[src/sv/kwm_pkg.sv]
package kwm_pkg;

  // Number of merged sequences and the queue depth of each.
  localparam int NUM_LISTS  = 8;
  localparam int LIST_DEPTH = 64;

  // Derived widths.
  localparam int LIST_W = $clog2(NUM_LISTS);
  localparam int POS_W  = $clog2(LIST_DEPTH);
  localparam int CNT_W  = $clog2(LIST_DEPTH + 1);
  localparam int SUM_W  = POS_W + 1;
  localparam int MEM_DEPTH = NUM_LISTS * LIST_DEPTH;
  localparam int ADDR_W = $clog2(MEM_DEPTH);

  // Fixed field widths of the stream words.
  localparam int VALUE_W  = 32;
  localparam int INDEX_W  = 3;
  localparam int STATUS_W = 2;

  // Result status codes.
  typedef enum logic [STATUS_W-1:0] {
    ST_PUSH_OK    = 2'd0,
    ST_PUSH_FULL  = 2'd1,
    ST_POP_DATA   = 2'd2,
    ST_POP_EMPTY  = 2'd3
  } status_e;

  // Controller states.
  typedef enum logic [2:0] {
    S_IDLE,
    S_PUSH,
    S_SCAN,
    S_SCAN_TAIL,
    S_POP,
    S_EMIT
  } state_e;

  // Commands from the controller to the datapath.
  typedef struct packed {
    logic load_in;
    logic push_exec;
    logic scan_step;
    logic pop_exec;
    logic emit;
  } ctrl_cmd_t;

  // Status from the datapath to the controller.
  typedef struct packed {
    logic scan_last;
    logic out_free;
  } dp_status_t;

endpackage

[src/sv/kwm_ctrl.sv]
module kwm_ctrl import kwm_pkg::*; (
  input  logic       clk_i,
  input  logic       rst_ni,
  input  logic       in_valid_i,
  input  logic       in_pop_i,
  output logic       in_ready_o,
  input  dp_status_t status_i,
  output ctrl_cmd_t  cmd_o
);

  state_e state_q, state_d;

  // State register.
  always_ff @(posedge clk_i or negedge rst_ni) begin
    if (!rst_ni) begin
      state_q <= S_IDLE;
    end else begin
      state_q <= state_d;
    end
  end

  // Next state.
  always_comb begin
    state_d = state_q;
    unique case (state_q)
      S_IDLE: begin
        if (in_valid_i) begin
          state_d = in_pop_i ? S_SCAN : S_PUSH;
        end
      end
      S_PUSH:      state_d = S_EMIT;
      S_SCAN: begin
        if (status_i.scan_last) begin
          state_d = S_SCAN_TAIL;
        end
      end
      S_SCAN_TAIL: state_d = S_POP;
      S_POP:       state_d = S_EMIT;
      S_EMIT: begin
        if (status_i.out_free) begin
          state_d = S_IDLE;
        end
      end
      default:     state_d = S_IDLE;
    endcase
  end

  // Outputs.
  always_comb begin
    in_ready_o = 1'b0;
    cmd_o      = '0;
    unique case (state_q)
      S_IDLE: begin
        in_ready_o    = 1'b1;
        cmd_o.load_in = in_valid_i;
      end
      S_PUSH:      cmd_o.push_exec = 1'b1;
      S_SCAN:      cmd_o.scan_step = 1'b1;
      S_SCAN_TAIL: cmd_o          = '0;
      S_POP:       cmd_o.pop_exec  = 1'b1;
      S_EMIT:      cmd_o.emit      = status_i.out_free;
      default:     cmd_o          = '0;
    endcase
  end

endmodule

[config.mk]
export PLATFORM = sky130hd
export DESIGN_NAME = kwm_ctrl
export DESIGN_NICKNAME = d
export VERILOG_FILES = /design/src/sv/kwm_pkg.sv /design/src/sv/kwm_ctrl.sv
export SDC_FILE = /design/constraint.sdc
export NUM_CORES = 1
export LEC_CHECK = 0
export BUFFER_PORTS_ARGS = -buffer_cell sky130_fd_sc_hd__buf_2
export CAP_MARGIN = 5
export CORE_AREA = 2 2 39 41
export DETAILED_ROUTE_END_ITERATION = 8
export DIE_AREA = 0 0 41 43
export GPL_ROUTABILITY_DRIVEN = 0
export PLACE_DENSITY = 0.44
export SETUP_SLACK_MARGIN = 0.4
export SKIP_LAST_GASP = 1
export SYNTH_ARGS = -nofsm -noshare
export SYNTH_HDL_FRONTEND = slang
export SYNTH_SLANG_ARGS = --single-unit
[constraint.sdc]
create_clock -name clk_i -period 1.31 [get_ports clk_i]
set_input_delay 0.262 -clock clk_i [delete_from_list [all_inputs] [get_ports clk_i]]
set_output_delay 0.262 -clock clk_i [all_outputs]
set_load 0.01 [all_outputs]
==> metrics.cfg <==
[outcome]
status = complete, but fails checks
violations = setup timing

[detailed_routing]
wl_per_cell_um = 10.0
dr.pass1.iters = 4
vias = 197
drtAntennaViolNets = 0
drc = 0
via_per_inst = 3.86
drt_iter0_markers = 2
routed_wirelength_um = 510

[finish]
largest_reg_flops = 3
top_register = state_q
nNetsFinal = 42
mostFrequentLayoutCells = 9 x buf_2, 3 x clkbuf_4, 3 x buf_6, 3 x dfrtp_2
drive_gt1_share_pct = 68.6
diodes = 0
final_area_sq_um = 335
largestRegisters = state_q x3
nFillCells = 155
area_growth_pct = 98.5
final_common_cell = buf_2

[sta]
fmax_ghz = 0.700
worst_slack_ps = -118
min_period_over_period_pct = 109
clock_skew_ps = 0.653
finalCriticalPeriod_ps = 1430
slew_viol_final = 0
setup_viol = 6
slew_headroom_pct = 78.6
tightest_slew_ps = 320
rsz0062_at_grt = yes
final_hold_viol_count = 0

[yosys]
ys_ff_latch = 3
ys_warn_count = 0
ys_types = 11
syn-num-nets = 23
synthCells = 17
syn_avg_cell_area_sq_um = 9.94
yosysSeqAreaShare_pct = 44.4
synth_area_sq_um = 169

[worst_setup_path]
worstReg2RegStart = state_q[1]$_DFFE_PN0P_
crit_chain = nor3_4 > and2_4 > buf_6
cp_slowest_stage_delay_ps = 450
critical_path_arrival_ps = 1170
r2r_slack_ps = 190
critical_path_required_ps = 1050
reg2reg_depth = 2
r2r_end = state_q[0]$_DFFE_PN0P_
path_class = reg -> out
cp_max_fo = 8
crit_path_start_kind = register
crit_path_end_kind = output port
cp_slowest_cell = dfrtp_2

[hold_path]
hold_path_startpoint = status_i[1]
hold_path.class = in -> reg
min_path_cells = 3
hold_end = state_q[0]$_DFFE_PN0P_

[global_route]
grt_pass1_vias = 190
antenna_found_initial = 0
grt_usage_pct = 6.94
grt-ovfl-total = 0
grt_max_degree = 9
grt_pass1_wl_um = 717

[die]
rows = 14
dieArea_sq_um = 1760
core_sq_um = 1380
initial_core_util_pct = 12.2
die_w_um = 41
pin_count = 12
fp.dieH_um = 43

[cts]
clk_pin_slew_worst_paths_ps = 40
cts_root_buf = clkbuf_4
clk_path_buf_depth = 2
clk_latency_ps = 230
cts_max_level = 1
clock_sinks = 3
cts_tree = yes
cts_buffers = 3

[placed_design]
dp_hpwl_um = 361
place_area_sq_um = 268
place_ws_ps = 117
numPortBuffers = 11

[pwr]
cellLeakagePower_nw = 0.155
irDropWorstVdd_v = 0.000729
powerDensity_nw_per_um2 = 1930

[run]
drv.max_cap_violation_count = 0

==> cell usage after synthesis (all sizes together) <==
cell type,number,share of area (%)
dfrtp,3,44
a21oi,2,5.9
and2,2,8.2
nand2b,2,7.4
nor3,2,5.9
nor3b,2,8.9
a21o,1,4.4
a222oi,1,5.9
and4b,1,6.7
nor2,1,2.2
==> how the worst max path moves through the flow <==
stage | startpoint | cells after the start | endpoint | slack [ps]
after detailed placement | state_q[0]$_DFFE_PN0P_ | 3 | cmd_o[4] | 120
after global routing | state_q[0]$_DFFE_PN0P_ | 3 | cmd_o[4] | -170
after CTS | state_q[2]$_DFFE_PN0P_ | 3 | cmd_o[4] | -130
final | state_q[0]$_DFFE_PN0P_ | 3 | cmd_o[4] | -120
after global placement | state_q[0]$_DFFE_PN0P_ | 3 | cmd_o[4] | 120
after floorplan | state_q[0]$_DFFE_PN0P_ | 2 | cmd_o[4] | 180
==> layout make-up <==
class                      instances  area, sq um  area share, %
tap                               16         20.0           5.97
clock buffer                       4         26.3           7.84
timing repair buffer              14         96.3           28.7
sequential                         3         78.8           23.5
multi-input combinational         14          114           34.0
==> metrics by stage <==
stage | power (mW) | hold slack, ps | TNS, ps | instances | utilization, %
global route | 0.708 | 311 | -690 | 51 | 24.2
CTS | 0.636 | 315 | -416 | 50 | 23.4
global placement | 0.419 | 61.6 | 0 | 44 | 19.3
detailed placement | 0.420 | 58.7 | 0 | 44 | 19.3
floorplan | 0.330 | -33.6 | 0 | 17 | -
finish | 0.647 | 314 | -348 | 51 | 24.2
==> per-layer routing <==
metal  part of all wire (%)  routed length [um]  up-vias  GRT usage, %
met4                    2.7                  14        0          10.0
met1                     44                 222       82          7.12
met3                     11                  58        2          3.14
met2                     42                 214       14          8.13
li1                       -                   -       99             -
met5                      0                   0        -             0
==> power breakdown <==
group	switching (mW)	internal, mW
Combinational	0.104	0.172
Clock	0.0492	0.114
Sequential	0.0758	0.131
==> cell families (layout without fill, tap and decap cells) <==
family / count (synthesis) / after routing / share of synthesized area (%)
flops: 3 / 3 / 44.4
compound gates: 4 / 4 / 16.3
simple gates: 10 / 10 / 39.3
buf+inv: 0 / 18 / 0
==> critical path, delay by kind of cell, from the launching register on <==
family                 cells  cell delay, ps
buffers and inverters      1              90
DFF                        1             450
and+or+nand+nor            2             400
==> timing repair <==
item / 4_1_cts / 5_1_grt
endpoints found under the setup margin: 8 / 8
hold buffers: 1 / 0
setup buffers: 1 / 1
hold endpoints to repair: 3 / 0
pin swaps: 4 / 4
resized for setup: 2 / 1
No activity file was read; power rests on OpenSTA's default activity.
